[src/rtl/core/gbcs_pkg.sv]
`timescale 1ns / 1ps

package gbcs_pkg;

   localparam int VAL_W  = 16;
   localparam int SUM_W  = 32;
   localparam int CNT_W  = 16;
   localparam int DIVR_W = CNT_W + 1;
   localparam int GAIN_W = 9;
   localparam int PROD_W = 24;
   localparam int AXES   = 3;
   localparam int AXIS_W = 2;
   localparam int STEP_W = 5;
   localparam int CSR_IDX_W = 2;
   localparam int SENS_W = 3;

   localparam logic OP_CALIB = 1'b0;
   localparam logic OP_RATE  = 1'b1;

   localparam logic KIND_RATE = 1'b0;
   localparam logic KIND_BIAS = 1'b1;

   localparam logic [CSR_IDX_W-1:0] CSR_SENSOR_TYPE   = 2'd0;
   localparam logic [CSR_IDX_W-1:0] CSR_CALIB_SAMPLES = 2'd1;

   localparam logic [AXIS_W-1:0] AXIS_ROLL  = 2'd0;
   localparam logic [AXIS_W-1:0] AXIS_PITCH = 2'd1;
   localparam logic [AXIS_W-1:0] AXIS_YAW   = 2'd2;

   localparam logic [SENS_W-1:0] SENS_SET0 = 3'd0;
   localparam logic [SENS_W-1:0] SENS_SET1 = 3'd1;
   localparam logic [SENS_W-1:0] SENS_SET2 = 3'd2;
   localparam logic [SENS_W-1:0] SENS_SET3 = 3'd3;
   localparam logic [SENS_W-1:0] SENS_SET4 = 3'd4;
   localparam logic [SENS_W-1:0] SENS_UNSUPPORTED = 3'd5;

   typedef enum logic [2:0] {
      ST_IDLE,
      ST_ACC,
      ST_DIV_START,
      ST_DIV_WAIT,
      ST_SCALE,
      ST_OUT
   } state_type;

   // Roll and pitch share one gain, yaw runs at about half of it.
   function automatic logic [GAIN_W-1:0] gain_lookup(input logic [SENS_W-1:0] sel,
                                                     input logic [AXIS_W-1:0] axis);
      logic yaw;
      logic [GAIN_W-1:0] g;
      yaw = (axis == AXIS_YAW);
      case (sel)
         SENS_SET0: g = yaw ? 9'd128 : 9'd256;
         SENS_SET1: g = yaw ? 9'd63  : 9'd127;
         SENS_SET2: g = yaw ? 9'd84  : 9'd169;
         SENS_SET3: g = yaw ? 9'd34  : 9'd68;
         SENS_SET4: g = yaw ? 9'd5   : 9'd11;
         default:   g = '0;
      endcase
      return g;
   endfunction

endpackage

[src/rtl/core/gbcs_if.sv]
`timescale 1ns / 1ps

interface gbcs_req_if;
   logic              valid;
   logic              ready;
   logic              operation;
   logic signed [15:0] roll_sample;
   logic signed [15:0] pitch_sample;
   logic signed [15:0] yaw_sample;

   modport source (output valid, operation, roll_sample, pitch_sample, yaw_sample,
                   input ready);
   modport sink   (input valid, operation, roll_sample, pitch_sample, yaw_sample,
                   output ready);
endinterface

interface gbcs_rsp_if;
   logic              valid;
   logic              ready;
   logic              result_kind;
   logic signed [15:0] roll_value;
   logic signed [15:0] pitch_value;
   logic signed [15:0] yaw_value;

   modport source (output valid, result_kind, roll_value, pitch_value, yaw_value,
                   input ready);
   modport sink   (input valid, result_kind, roll_value, pitch_value, yaw_value,
                   output ready);
endinterface

interface gbcs_csr_if;
   logic        valid;
   logic        ready;
   logic [1:0]  index;
   logic [15:0] data;

   modport source (output valid, index, data, input ready);
   modport sink   (input valid, index, data, output ready);
endinterface

[src/rtl/core/gbcs_div.sv]
`timescale 1ns / 1ps

// Restoring divider, one quotient bit per cycle. Keeps the low quotient bits only.
module gbcs_div import gbcs_pkg::*; (
   input  logic              clock,
   input  logic              reset,
   input  logic              start,
   input  logic [SUM_W-1:0]  dividend,
   input  logic [DIVR_W-1:0] divisor,
   output logic              done,
   output logic [VAL_W-1:0]  quotient
);

   logic              busy_ff, busy_in;
   logic              done_ff, done_in;
   logic [STEP_W-1:0] step_ff, step_in;
   logic [SUM_W-1:0]  dvd_ff, dvd_in;
   logic [DIVR_W-1:0] rem_ff, rem_in;
   logic [DIVR_W-1:0] dvr_ff, dvr_in;
   logic [VAL_W-1:0]  quo_ff, quo_in;
   logic [DIVR_W:0]   trial;
   logic [DIVR_W:0]   diff;
   logic              qbit;

   always_comb begin
      busy_in = busy_ff;
      done_in = 1'b0;
      step_in = step_ff;
      dvd_in  = dvd_ff;
      rem_in  = rem_ff;
      dvr_in  = dvr_ff;
      quo_in  = quo_ff;
      trial   = {rem_ff, dvd_ff[SUM_W-1]};
      diff    = trial - {1'b0, dvr_ff};
      qbit    = (trial >= {1'b0, dvr_ff});
      if (start) begin
         busy_in = 1'b1;
         step_in = STEP_W'(SUM_W - 1);
         dvd_in  = dividend;
         rem_in  = '0;
         dvr_in  = divisor;
         quo_in  = '0;
      end else if (busy_ff) begin
         // remainder stays below the divisor, so it fits back in DIVR_W bits
         rem_in = qbit ? diff[DIVR_W-1:0] : trial[DIVR_W-1:0];
         dvd_in = {dvd_ff[SUM_W-2:0], 1'b0};
         quo_in = {quo_ff[VAL_W-2:0], qbit};
         step_in = step_ff - 1'b1;
         if (step_ff == '0) begin
            busy_in = 1'b0;
            done_in = 1'b1;
         end
      end
   end

   always_ff @(posedge clock) begin
      if (reset) begin
         busy_ff <= 1'b0;
         done_ff <= 1'b0;
      end else begin
         busy_ff <= busy_in;
         done_ff <= done_in;
      end
   end

   always_ff @(posedge clock) begin
      step_ff <= step_in;
      dvd_ff  <= dvd_in;
      rem_ff  <= rem_in;
      dvr_ff  <= dvr_in;
      quo_ff  <= quo_in;
   end

   assign done     = done_ff;
   assign quotient = quo_ff;

endmodule

[src/rtl/core/gbcs_scale.sv]
`timescale 1ns / 1ps

// Bias removal with 16-bit wrap, gain multiply, arithmetic shift right by 8.
module gbcs_scale import gbcs_pkg::*; (
   input  logic signed [VAL_W-1:0] sample,
   input  logic        [VAL_W-1:0] bias,
   input  logic       [GAIN_W-1:0] gain,
   output logic signed [VAL_W-1:0] rate
);

   logic signed [VAL_W-1:0]  diff;
   logic signed [GAIN_W:0]   gain_s;
   logic signed [PROD_W-1:0] prod;

   always_comb begin
      diff   = sample - $signed(bias);
      gain_s = $signed({1'b0, gain});
      // gains from gain_lookup are <= 256, so |diff * gain| <= 2^23 and the product fits PROD_W bits
      prod   = diff * gain_s;
      rate   = prod[PROD_W-1:PROD_W-VAL_W];
   end

endmodule

[src/rtl/core/gyro_bias_calibrate_and_scale_top.sv]
`timescale 1ns / 1ps
// Channel  Dir  Payload                                        Handshake
// req      in   operation, roll/pitch/yaw_sample (s16)         valid/ready
// rsp      out  result_kind, roll/pitch/yaw_value (s16)        valid/ready
// csr      in   index (2b), data (16b): 0 sensor_type,         valid/ready
//               1 calib_samples
//
// A rate item is paced by the one shared gain multiplier walking the three axes;
// with an unsupported sensor type it skips the multiplier. A calibration item
// that closes the average also runs the bit-serial divider once per axis.
// Reset is synchronous, active high, and returns sums, count, biases and last
// rates to zero, sensor_type to 5 and calib_samples to 1.
// The result sits in an output register: a new item is taken while it waits, and
// a stalled rsp only holds the sequencer in its final step.
module gyro_bias_calibrate_and_scale_top import gbcs_pkg::*; #(
   parameter int SAMPLE_BITS = 16
) (
   input  logic       clock,
   input  logic       reset,
   gbcs_req_if.sink   req,
   gbcs_rsp_if.source rsp,
   gbcs_csr_if.sink   csr
);

   localparam int SH = VAL_W - SAMPLE_BITS;

   state_type state_ff, state_in;

   logic [AXIS_W-1:0]       axis_ff, axis_in;
   logic                    op_ff, op_in;
   logic                    final_ff, final_in;
   logic [DIVR_W-1:0]       divisor_ff, divisor_in;
   logic signed [VAL_W-1:0] smp_ff [AXES];
   logic signed [VAL_W-1:0] smp_in [AXES];
   logic [SUM_W-1:0]        sums_ff [AXES];
   logic [SUM_W-1:0]        sums_in [AXES];
   logic [CNT_W-1:0]        count_ff, count_in;
   logic [VAL_W-1:0]        bias_ff [AXES];
   logic [VAL_W-1:0]        bias_in [AXES];
   logic [VAL_W-1:0]        rates_ff [AXES];
   logic [VAL_W-1:0]        rates_in [AXES];
   logic [SENS_W-1:0]       sensor_type_ff, sensor_type_in;
   logic [CNT_W-1:0]        calib_ff, calib_in;
   logic                    rsp_valid_ff, rsp_valid_in;
   logic                    rsp_kind_ff, rsp_kind_in;
   logic [VAL_W-1:0]        rsp_val_ff [AXES];
   logic [VAL_W-1:0]        rsp_val_in [AXES];

   // control strobes
   logic req_ready;
   logic csr_ready;
   logic req_take;
   logic csr_take;
   logic out_free;
   logic out_load;
   logic acc_en;
   logic div_start;
   logic div_wait;
   logic scale_en;
   logic supported;

   // per-item decode
   logic signed [VAL_W-1:0] raw [AXES];
   logic signed [VAL_W-1:0] shifted;
   logic [DIVR_W-1:0]       n_next;
   logic [DIVR_W-1:0]       target;

   // shared units
   logic [SUM_W-1:0]        sum_sel;
   logic [SUM_W-1:0]        sum_mag;
   logic                    div_done;
   logic [VAL_W-1:0]        div_quo;
   logic [VAL_W-1:0]        bias_sel;
   logic [GAIN_W-1:0]       gain_sel;
   logic signed [VAL_W-1:0] rate_out;

   assign supported = sensor_type_ff inside {[SENS_SET0:SENS_SET4]};
   assign out_free  = !rsp_valid_ff || rsp.ready;
   assign req_take  = req.valid && req_ready;
   assign csr_take  = csr.valid && csr_ready;

   // ---------------------------------------------------------------- next state
   always_comb begin
      state_in = state_ff;
      case (state_ff)
         ST_IDLE: begin
            if (req_take) begin
               if (req.operation == OP_CALIB) state_in = ST_ACC;
               else if (supported)            state_in = ST_SCALE;
               else                           state_in = ST_OUT;
            end
         end
         ST_ACC: begin
            if (axis_ff == AXIS_YAW) state_in = final_ff ? ST_DIV_START : ST_IDLE;
         end
         ST_DIV_START: state_in = ST_DIV_WAIT;
         ST_DIV_WAIT: begin
            if (div_done) state_in = (axis_ff == AXIS_YAW) ? ST_OUT : ST_DIV_START;
         end
         ST_SCALE: begin
            if (axis_ff == AXIS_YAW) state_in = ST_OUT;
         end
         ST_OUT: begin
            if (out_free) state_in = ST_IDLE;
         end
         default: state_in = ST_IDLE;
      endcase
   end

   // ------------------------------------------------------------------- outputs
   always_comb begin
      req_ready = 1'b0;
      acc_en    = 1'b0;
      div_start = 1'b0;
      div_wait  = 1'b0;
      scale_en  = 1'b0;
      out_load  = 1'b0;
      case (state_ff)
         ST_IDLE:      req_ready = !reset;
         ST_ACC:       acc_en    = 1'b1;
         ST_DIV_START: div_start = 1'b1;
         ST_DIV_WAIT:  div_wait  = 1'b1;
         ST_SCALE:     scale_en  = 1'b1;
         ST_OUT:       out_load  = out_free;
         default:      req_ready = 1'b0;
      endcase
   end

   assign csr_ready = !reset;

   // ---------------------------------------------------------- sample decode
   // Keep the low SAMPLE_BITS bits and sign-extend from the top one of them.
   assign raw[AXIS_ROLL]  = req.roll_sample;
   assign raw[AXIS_PITCH] = req.pitch_sample;
   assign raw[AXIS_YAW]   = req.yaw_sample;

   always_comb begin
      shifted = '0;
      for (int a = 0; a < AXES; a++) begin
         shifted   = raw[a] <<< SH;
         smp_in[a] = shifted >>> SH;
      end
   end

   // A zero calib_samples register asks for 65536 samples.
   assign n_next = {1'b0, count_ff} + 1'b1;
   assign target = (calib_ff == '0) ? {1'b1, {CNT_W{1'b0}}} : {1'b0, calib_ff};

   // ------------------------------------------------------------- shared units
   assign sum_sel  = sums_ff[axis_ff];
   assign sum_mag  = sum_sel[SUM_W-1] ? (~sum_sel + 1'b1) : sum_sel;
   assign bias_sel = bias_ff[axis_ff];
   assign gain_sel = gain_lookup(sensor_type_ff, axis_ff);

   gbcs_div u_div (
      .clock    (clock),
      .reset    (reset),
      .start    (div_start),
      .dividend (sum_mag),
      .divisor  (divisor_ff),
      .done     (div_done),
      .quotient (div_quo)
   );

   gbcs_scale u_scale (
      .sample (smp_ff[axis_ff]),
      .bias   (bias_sel),
      .gain   (gain_sel),
      .rate   (rate_out)
   );

   // ----------------------------------------------------------------- datapath
   always_comb begin
      axis_in        = axis_ff;
      op_in          = op_ff;
      final_in       = final_ff;
      divisor_in     = divisor_ff;
      count_in       = count_ff;
      sensor_type_in = sensor_type_ff;
      calib_in       = calib_ff;
      rsp_valid_in   = rsp_valid_ff;
      rsp_kind_in    = rsp_kind_ff;
      sums_in        = sums_ff;
      bias_in        = bias_ff;
      rates_in       = rates_ff;
      rsp_val_in     = rsp_val_ff;

      // latch the item and decide now whether it closes the average
      if (req_take) begin
         op_in      = req.operation;
         final_in   = (n_next >= target);
         divisor_in = n_next;
         axis_in    = AXIS_ROLL;
      end

      // advance one axis per step of the shared unit
      if (acc_en || scale_en || (div_wait && div_done)) begin
         axis_in = (axis_ff == AXIS_YAW) ? AXIS_ROLL : axis_ff + 1'b1;
      end

      if (acc_en) begin
         sums_in[axis_ff] = sum_sel + {{(SUM_W-VAL_W){smp_ff[axis_ff][VAL_W-1]}},
                                       smp_ff[axis_ff]};
         if (axis_ff == AXIS_YAW && !final_ff) count_in = divisor_ff[CNT_W-1:0];
      end

      if (div_wait && div_done) begin
         bias_in[axis_ff] = sum_sel[SUM_W-1] ? (~div_quo + 1'b1) : div_quo;
         sums_in[axis_ff] = '0;
         if (axis_ff == AXIS_YAW) count_in = '0;
      end

      if (scale_en) rates_in[axis_ff] = rate_out;

      // output register: load on the final step, drop once taken
      if (out_load) begin
         rsp_valid_in = 1'b1;
         if (op_ff == OP_CALIB) begin
            rsp_kind_in = KIND_BIAS;
            rsp_val_in  = bias_ff;
         end else begin
            rsp_kind_in = KIND_RATE;
            rsp_val_in  = rates_ff;
         end
      end else if (rsp.ready) begin
         rsp_valid_in = 1'b0;
      end

      if (csr_take) begin
         case (csr.index)
            CSR_SENSOR_TYPE:   sensor_type_in = csr.data[SENS_W-1:0];
            CSR_CALIB_SAMPLES: calib_in       = csr.data;
            default:           ;
         endcase
      end
   end

   always_ff @(posedge clock) begin
      if (reset) begin
         state_ff       <= ST_IDLE;
         axis_ff        <= AXIS_ROLL;
         count_ff       <= '0;
         sensor_type_ff <= SENS_UNSUPPORTED;
         calib_ff       <= CNT_W'(1);
         rsp_valid_ff   <= 1'b0;
         for (int a = 0; a < AXES; a++) begin
            sums_ff[a]  <= '0;
            bias_ff[a]  <= '0;
            rates_ff[a] <= '0;
         end
      end else begin
         state_ff       <= state_in;
         axis_ff        <= axis_in;
         count_ff       <= count_in;
         sensor_type_ff <= sensor_type_in;
         calib_ff       <= calib_in;
         rsp_valid_ff   <= rsp_valid_in;
         sums_ff        <= sums_in;
         bias_ff        <= bias_in;
         rates_ff       <= rates_in;
      end
   end

   always_ff @(posedge clock) begin
      op_ff       <= op_in;
      final_ff    <= final_in;
      divisor_ff  <= divisor_in;
      rsp_kind_ff <= rsp_kind_in;
      rsp_val_ff  <= rsp_val_in;
      if (req_take) smp_ff <= smp_in;
   end

   assign req.ready       = req_ready;
   assign csr.ready       = csr_ready;
   assign rsp.valid       = rsp_valid_ff;
   assign rsp.result_kind = rsp_kind_ff;
   assign rsp.roll_value  = rsp_val_ff[AXIS_ROLL];
   assign rsp.pitch_value = rsp_val_ff[AXIS_PITCH];
   assign rsp.yaw_value   = rsp_val_ff[AXIS_YAW];

endmodule

[src/flat_wrapper.sv]
// flat-port wrapper written by rule: the top's interface ports become plain ports
module gyro_bias_calibrate_and_scale_top_flat import gbcs_pkg::*;
#(
   parameter int SAMPLE_BITS = 16
)
  (clock, reset, req_valid, req_operation, req_roll_sample, req_pitch_sample, req_yaw_sample, req_ready, rsp_valid, rsp_result_kind, rsp_roll_value, rsp_pitch_value, rsp_yaw_value, rsp_ready, csr_valid, csr_index, csr_data, csr_ready);
  gbcs_req_if req_i ();
  gbcs_rsp_if rsp_i ();
  gbcs_csr_if csr_i ();
  input  logic clock;
  input  logic reset;
  input wire logic [$bits(req_i.valid)-1:0] req_valid;
  input wire logic [$bits(req_i.operation)-1:0] req_operation;
  input wire logic [$bits(req_i.roll_sample)-1:0] req_roll_sample;
  input wire logic [$bits(req_i.pitch_sample)-1:0] req_pitch_sample;
  input wire logic [$bits(req_i.yaw_sample)-1:0] req_yaw_sample;
  output wire logic [$bits(req_i.ready)-1:0] req_ready;
  output wire logic [$bits(rsp_i.valid)-1:0] rsp_valid;
  output wire logic [$bits(rsp_i.result_kind)-1:0] rsp_result_kind;
  output wire logic [$bits(rsp_i.roll_value)-1:0] rsp_roll_value;
  output wire logic [$bits(rsp_i.pitch_value)-1:0] rsp_pitch_value;
  output wire logic [$bits(rsp_i.yaw_value)-1:0] rsp_yaw_value;
  input wire logic [$bits(rsp_i.ready)-1:0] rsp_ready;
  input wire logic [$bits(csr_i.valid)-1:0] csr_valid;
  input wire logic [$bits(csr_i.index)-1:0] csr_index;
  input wire logic [$bits(csr_i.data)-1:0] csr_data;
  output wire logic [$bits(csr_i.ready)-1:0] csr_ready;
  assign req_i.valid = req_valid;
  assign req_i.operation = req_operation;
  assign req_i.roll_sample = req_roll_sample;
  assign req_i.pitch_sample = req_pitch_sample;
  assign req_i.yaw_sample = req_yaw_sample;
  assign req_ready = req_i.ready;
  assign rsp_valid = rsp_i.valid;
  assign rsp_result_kind = rsp_i.result_kind;
  assign rsp_roll_value = rsp_i.roll_value;
  assign rsp_pitch_value = rsp_i.pitch_value;
  assign rsp_yaw_value = rsp_i.yaw_value;
  assign rsp_i.ready = rsp_ready;
  assign csr_i.valid = csr_valid;
  assign csr_i.index = csr_index;
  assign csr_i.data = csr_data;
  assign csr_ready = csr_i.ready;
  gyro_bias_calibrate_and_scale_top #(.SAMPLE_BITS(SAMPLE_BITS)) u_core (.clock(clock), .reset(reset), .req(req_i), .rsp(rsp_i), .csr(csr_i));
endmodule
[config.mk]
export PLATFORM = sky130hd
export DESIGN_NAME = gyro_bias_calibrate_and_scale_top_flat
export DESIGN_NICKNAME = d
export VERILOG_FILES = /design/src/rtl/core/gbcs_pkg.sv /design/src/rtl/core/gbcs_if.sv /design/src/rtl/core/gbcs_div.sv /design/src/rtl/core/gbcs_scale.sv /design/src/rtl/core/gyro_bias_calibrate_and_scale_top.sv /design/src/flat_wrapper.sv
export SDC_FILE = /design/constraint.sdc
export NUM_CORES = 1
export LEC_CHECK = 0
export ABC_AREA = 1
export BUFFER_PORTS_ARGS = -buffer_cell sky130_fd_sc_hd__buf_4
export CORE_MARGIN = 4
export CORE_UTILIZATION = 60
export DETAILED_ROUTE_END_ITERATION = 7
export GPL_TIMING_DRIVEN = 1
export HOLD_SLACK_MARGIN = 0.1
export PLACE_DENSITY_LB_ADDON = 0.15
export SYNTH_ARGS = -nofsm -noshare
export SYNTH_HDL_FRONTEND = slang
export SYNTH_SLANG_ARGS = --single-unit
[constraint.sdc]
create_clock -name clock -period 22.8 [get_ports clock]
set_clock_uncertainty 0.1 [all_clocks]
set_input_delay 5.7 -clock clock [delete_from_list [all_inputs] [get_ports clock]]
set_output_delay 5.7 -clock clock [all_outputs]
set_load 0.005 [all_outputs]
==> metrics.txt, run 1 <==
Worst Hold Depth=0; Die Y=approximately 220 µm; R2R Setup Slk=roughly 14 ns; Critical Path AT=6.73 ns; I/O pins=124; Slew @ Worst Pin=~1.1 ns; fin. max-slew vios=0; post-CTS sizing=0; FFs w/ async S/R, synth=0; Via Count=24470; crit path kind=in -> out; complex-gate fraction of the synthesized area=0.1307; crit-path cells=buf_4, inv_1, buf_4; CTS max path bufs=3; DRT antenna net count=0; filler cell count=around 3800; GRT Overall Usage=0.3033; Vias/cell=around 5.7; Clock Sinks=438; H-tree levels=2; slew margin rel.=0.2604; commonest non-fill, non-tap cell in the layout=nand2_1; Core ar.=roughly 45000 µm²; status=finished, final reports clean; global-route wire length before repair=121600 µm; part of the Yosys area used for sequential elements=0.3761; row count=78; Primary FF master, synth=dfxtp_1; Die Wd=around 220 µm; Syn. warnings=0; Place WS=a little over 10 ns; synthesis-stage register bit count=between 400 and 500; Synth Instances=3604; Mean Syn Cell Area=~7.7 µm²; Mapped Area=about 28000 µm²; Hold-fix buffers, CTS=0; post-synthesis adder-cell area fraction=0.1451; Post-synth EDFFs=165; fin crit period=between 10 and 15 ns; Final setup violation count=0; max cap viols=0; post-synthesis xor/xnor area fraction=0.02529; Final nets=~4000; final WL=77580 µm; TritonCTS buffer count=47; initial DRC count=2245; setup_tns=0 ns; Root Driver=clkbuf_16; Leak Pwr=0.01424 µW; main combinational cell family by area after synthesis=simple AND/OR/NAND/NOR gates; mux cell area share after synthesis=0; drt pass-1 iters=7; fin crit share=0.5496; post-synth net total=between 3000 and 4000; Yosys cell types=between 50 and 60; cell mode on critical path=buf_4; Final HPWL DP=roughly 57000 µm; fmax=between 70 and 80 MHz; final hold violation count=0; # DRC=0; CP peak stage delay=between 0.6 and 0.7 ns; WL per Instance=approximately 18 µm; initial antenna violation count=5; Clock Pin Slew Worst Setup and Hold Paths=0.06 ns; PwrDens=roughly 120 nW/µm²; RSZ-0062 raised after global routing=no; Synth Area in Simple Gates=0.2256; pin count of the biggest net entering global routing=96; TritonCTS clock tree=yes; startpoint types=primary input; share of cells above drive strength 1=0.07868; clock insertion delay at the later pin of the skew report=0.61 ns; Initial Util=0.6092; I/O Buffers=approximately 120; Worst Hold Class=reg -> reg; Die Footprint=roughly 50000 µm²; Critical Path Sink Type=output pin; path depth of the worst reg2reg path=30; Setup WS post-layout=~10 ns; Critical Path RT=about 17 ns; worst vdd ir=between 0.00007 and 0.00008 V; GPL Wtd Cong=0.9576; grt total ovfl=0; slowest CP cell=buf_4; number of global-route vias before repair=23180; Synth-to-Final Area Change=10.59%; crit-path max FO=75; postcts setup bufs=0; commonest non-fill, non-tap cells in the layout=nand2_1 (850), inv_1 (559), a21oi_1 (277)
[cell type report]
cell class	count	area [µm²]	share of cell area
diodes	1	2.502	0.00008167
clock buffers	65	1316	0.04296
clock inverters	23	252.7	0.008249
inverters	577	2166	0.07068
multi-input cells	2463	14640	0.4779
flip-flops and latches	438	10420	0.3401
well taps	600	750.7	0.02450
repair buffers	145	1089	0.03553
[worst max-delay path, delay by kind of cell]
kind,cells,cell delay [ns]
buf+inv,3,0.97
[synthesized netlist by cell type, types with 61 or more instances]
library cell | n | area, µm²
nand3_1 | 209 | 1046
o21ai_0 | 190 | 950.9
nand2_1 | 850 | 3191
clkbuf_1 | 93 | 349.1
dfxtp_1 | 273 | 5465
ha_1 | 134 | 1677
xor2_1 | 61 | 534.3
fa_1 | 117 | 2342
inv_1 | 560 | 2102
nor2_1 | 280 | 1051
edfxtp_1 | 165 | 4955
a21oi_1 | 277 | 1386
[path summary, 6_finish.rpt]
check                                            from                      end
worst min register to register  u_core.divisor_ff[16]  u_core.u_div.dvr_ff[16]
worst max-delay path                            reset                csr_ready
worst min-delay path            u_core.divisor_ff[16]  u_core.u_div.dvr_ff[16]
worst max register to register      u_core.axis_ff[1]      u_core.rates_ff[27]
[per-layer routing]
layer | vias up | wire, µm | share of wire | track usage
li1 | 11790 | - | - | -
met1 | 11530 | 33440 | 0.43 | 0.4209
met2 | 980 | 34970 | 0.45 | 0.4765
met3 | 161 | 6864 | 0.088 | 0.07013
met4 | 8 | 2256 | 0.029 | 0.09604
met5 | - | 55 | 0.00071 | 0
[logic make-up after synthesis]
family,Yosys count
AO/OA/AOI/OAI,644
AND/OR/NAND/NOR,1488
flip-flops,438
adder cells (fa/ha/maj),251
XOR/XNOR,80
buffers and inverters,703
[per-stage QoR]
stage,total power [µW],hold slack (ns),util,cells,area [µm²]
final,3815,0.3304,0.6737,4312,30640
after CTS,3785,0.3230,0.6737,4311,30640
after global placement,2962,0.3108,0.6392,4223,29070
after floorplan,2456,0.3003,-,3604,27710
after detailed placement,3008,0.3212,0.6392,4223,29070
after global routing,4096,0.3241,0.6737,4312,30640
[power by group]
group          leakage (µW)  total (µW)  switching [µW]  internal, µW
registers           0.00373         969            55.9           913
clock network      0.000755         769             327           442
logic               0.00976        2080            1460           613
total                0.0142        3810            1850          1970
Power figures use the tool's default switching activity.
==> run 2, diff against run 1 <==
Settings changed: ABC_AREA 1 to 0, CORE_UTILIZATION 60 to 57.
Clock period 22.8 ns to 10.6 ns, I/O delays scaled along.
==> metrics.txt, run 2 <==
crit path kind=reg -> reg; Root Driver=clkbuf_16; TritonCTS clock tree=yes; post-synth net total=between 3000 and 4000; Final setup violation count=0; ANT cells=0; Clock Sinks=between 400 and 500; CP peak stage delay=around 0.77 ns; Post-synth EDFFs=~170; Hold-fix buffers, CTS=0; initial DRC count=roughly 2100; top post-synthesis cells by area=dfxtp_1 (21%), edfxtp_1 (19%), fa_1 (8.9%); Post-Route Utilization=0.6400; GPL Wtd Cong=roughly 0.94; Leak Pwr=~0.012 µW; drt pass-1 iters=6; Psw=approximately 2700 µW; Int Power=3799 µW; max cap viols=0; Critical Path RT=around 11 ns; Mapped Area=26400 µm²; postcts setup bufs=0; Synth Instances=2858; FFs w/ async S/R, synth=0; Core ar.=about 46000 µm²; Synth area leader=dfxtp_1; crit-path max FO=36; fin crit share=0.9071; Combinational Power Share=0.449; commonest non-fill, non-tap cells in the layout=nand2_1 (392), dfxtp_1 (271), nor2_1 (258); Vias/cell=5.960; fin crit period=between 9 and 10 ns; Primary FF master, synth=dfxtp_1; placed insts=3461; CP top delay family=adder cells; Mean Syn Cell Area=9.237 µm²; most frequent cell after synthesis=nand2_1; share of cells above drive strength 1=0.1072; post-CTS sizing=0; Die Wd=~220 µm; I/O pins=~120; slowest CP cell=dfxtp_4; Die Footprint=roughly 50000 µm²; slew margin rel.=0.1658; fin cells=between 3000 and 4000; Via Count=~21000; Critical Path AT=roughly 10 ns; WL per Instance=20.46 µm; grt total ovfl=0; # DRC=0; Worst Hold Class=reg -> reg; RSZ-0062 raised after global routing=no; Die Y=223.2 µm; Yosys top cell area share=0.2070; part of the Yosys area used for sequential elements=0.3947; TritonCTS buffer count=47; clock insertion delay at the later pin of the skew report=0.60 ns; global-route wire length before repair=114300 µm; most common library cells after synthesis=nand2_1 (392), dfxtp_1 (273), nor2_1 (260); Syn. warnings=0; commonest non-fill, non-tap cell in the layout=nand2_1; fin. max-slew vios=0; Yosys cell types=~80; Final nets=around 3200; Clock Pin Slew Worst Setup and Hold Paths=~0.060 ns; final hold violation count=0; I/O Buffers=~120; fmax=104.0 MHz; sequential power share=0.307; Initial Util=0.5792; DRT antenna net count=0; final WL=around 73000 µm; GRT Overall Usage=0.2855; CTS max path bufs=3; row count=78; startpoint types=register; synthesis-stage register bit count=between 400 and 500; Bufs and invs on worst path=5; worst vdd ir=0.0001635 V; PwrDens=221.1 nW/µm²; H-tree levels=2; cell mode on critical path=fa_1; Slew @ Worst Pin=roughly 1.2 ns; setup_tns=0 ns; pin count of the biggest net entering global routing=roughly 110; initial antenna violation count=4; Sw Share=0.4109; Synth-to-Final Area Change=10.50%; Critical Path Sink Type=register; hold_ws=approximately 0.32 ns; status=finished, final reports clean; number of global-route vias before repair=approximately 21000; Final HPWL DP=52290 µm; clock share of power=0.244
run 2: cell types whose count changed after synthesis, sizes merged, moves of 51 or more:
cell,delta
o21ai,-81
a211oi,+51
a21oi,-59
nand3,-131
xnor2,+77
nand2,-465
inv,-359
mux2i,+95
run 2: kinds of logic (layout without fill, tap and decap cells):
group / Yosys count / after routing / synth area share
fa+ha+maj: 251 / 251 / 0.1522
flops: 438 / 438 / 0.3947
compound gates: 609 / 609 / 0.1429
xor+xnor: 146 / 146 / 0.04844
simple gates: 907 / 907 / 0.1510
buf+inv: 364 / 454 / 0.05417
mux: 143 / 143 / 0.05650
run 2: area by class of cell:
type	instances	area, µm²
well taps	600	750.7
multi-input cells	2056	14570
fillers	3712	16410
inverters	215	807.0
clock buffers	69	1349
clock inverters	18	122.6
flip-flops and latches	438	10430
repair buffers	152	1145
run 2: path summary, 6_finish.rpt:
path,from,to,slack [ns],cells past startpoint
min reg2reg,u_core.divisor_ff[16],u_core.u_div.dvr_ff[16],0.32,0
max reg2reg,u_core.axis_ff[0],u_core.rates_ff[15],0.99,35
max,u_core.axis_ff[0],u_core.rates_ff[15],0.99,35
min,u_core.divisor_ff[16],u_core.u_div.dvr_ff[16],0.32,0
run 2: worst reg2reg max path, delay by kind of cell, from the launching register on:
family | cells | cell delay (ns)
multiplexers | 1 | 0.24
AO/OA/AOI/OAI | 12 | 2.30
flip-flops | 1 | 0.77
AND/OR/NAND/NOR | 7 | 0.96
adder cells (fa/ha/maj) | 8 | 3.62
XOR/XNOR | 2 | 0.86
buffers and inverters | 5 | 0.69
run 2: layer usage:
metal / track usage / up-vias / share of wire
met5: 0 / - / 0.00025
met4: 0.07695 / 2 / 0.025
met3: 0.04579 / 129 / 0.076
met2: 0.4676 / 778 / 0.47
met1: 0.3977 / 10300 / 0.43
li1: - / 9934 / -
run 2: through the flow:
stage / area (µm²) / setup WS (ns) / power (µW)
floorplan: 26400 / 1.543 / 4110
global placement: 27700 / 1.196 / 4763
detailed placement: 27700 / 1.072 / 4852
CTS: 29170 / 1.047 / 6424
global route: 29170 / 0.4821 / 6864
finish: 29170 / 0.9852 / 6449
run 2: power groups by stage:
stage                     Clock (µW)  Combinational (µW)  Sequential (µW)
after floorplan                    0                2160             1950
after global placement             0                2760             2000
after detailed placement           0                2840             2010
after CTS                       1590                2860             1970
after global routing            1670                3210             1990
final                           1570                2900             1980
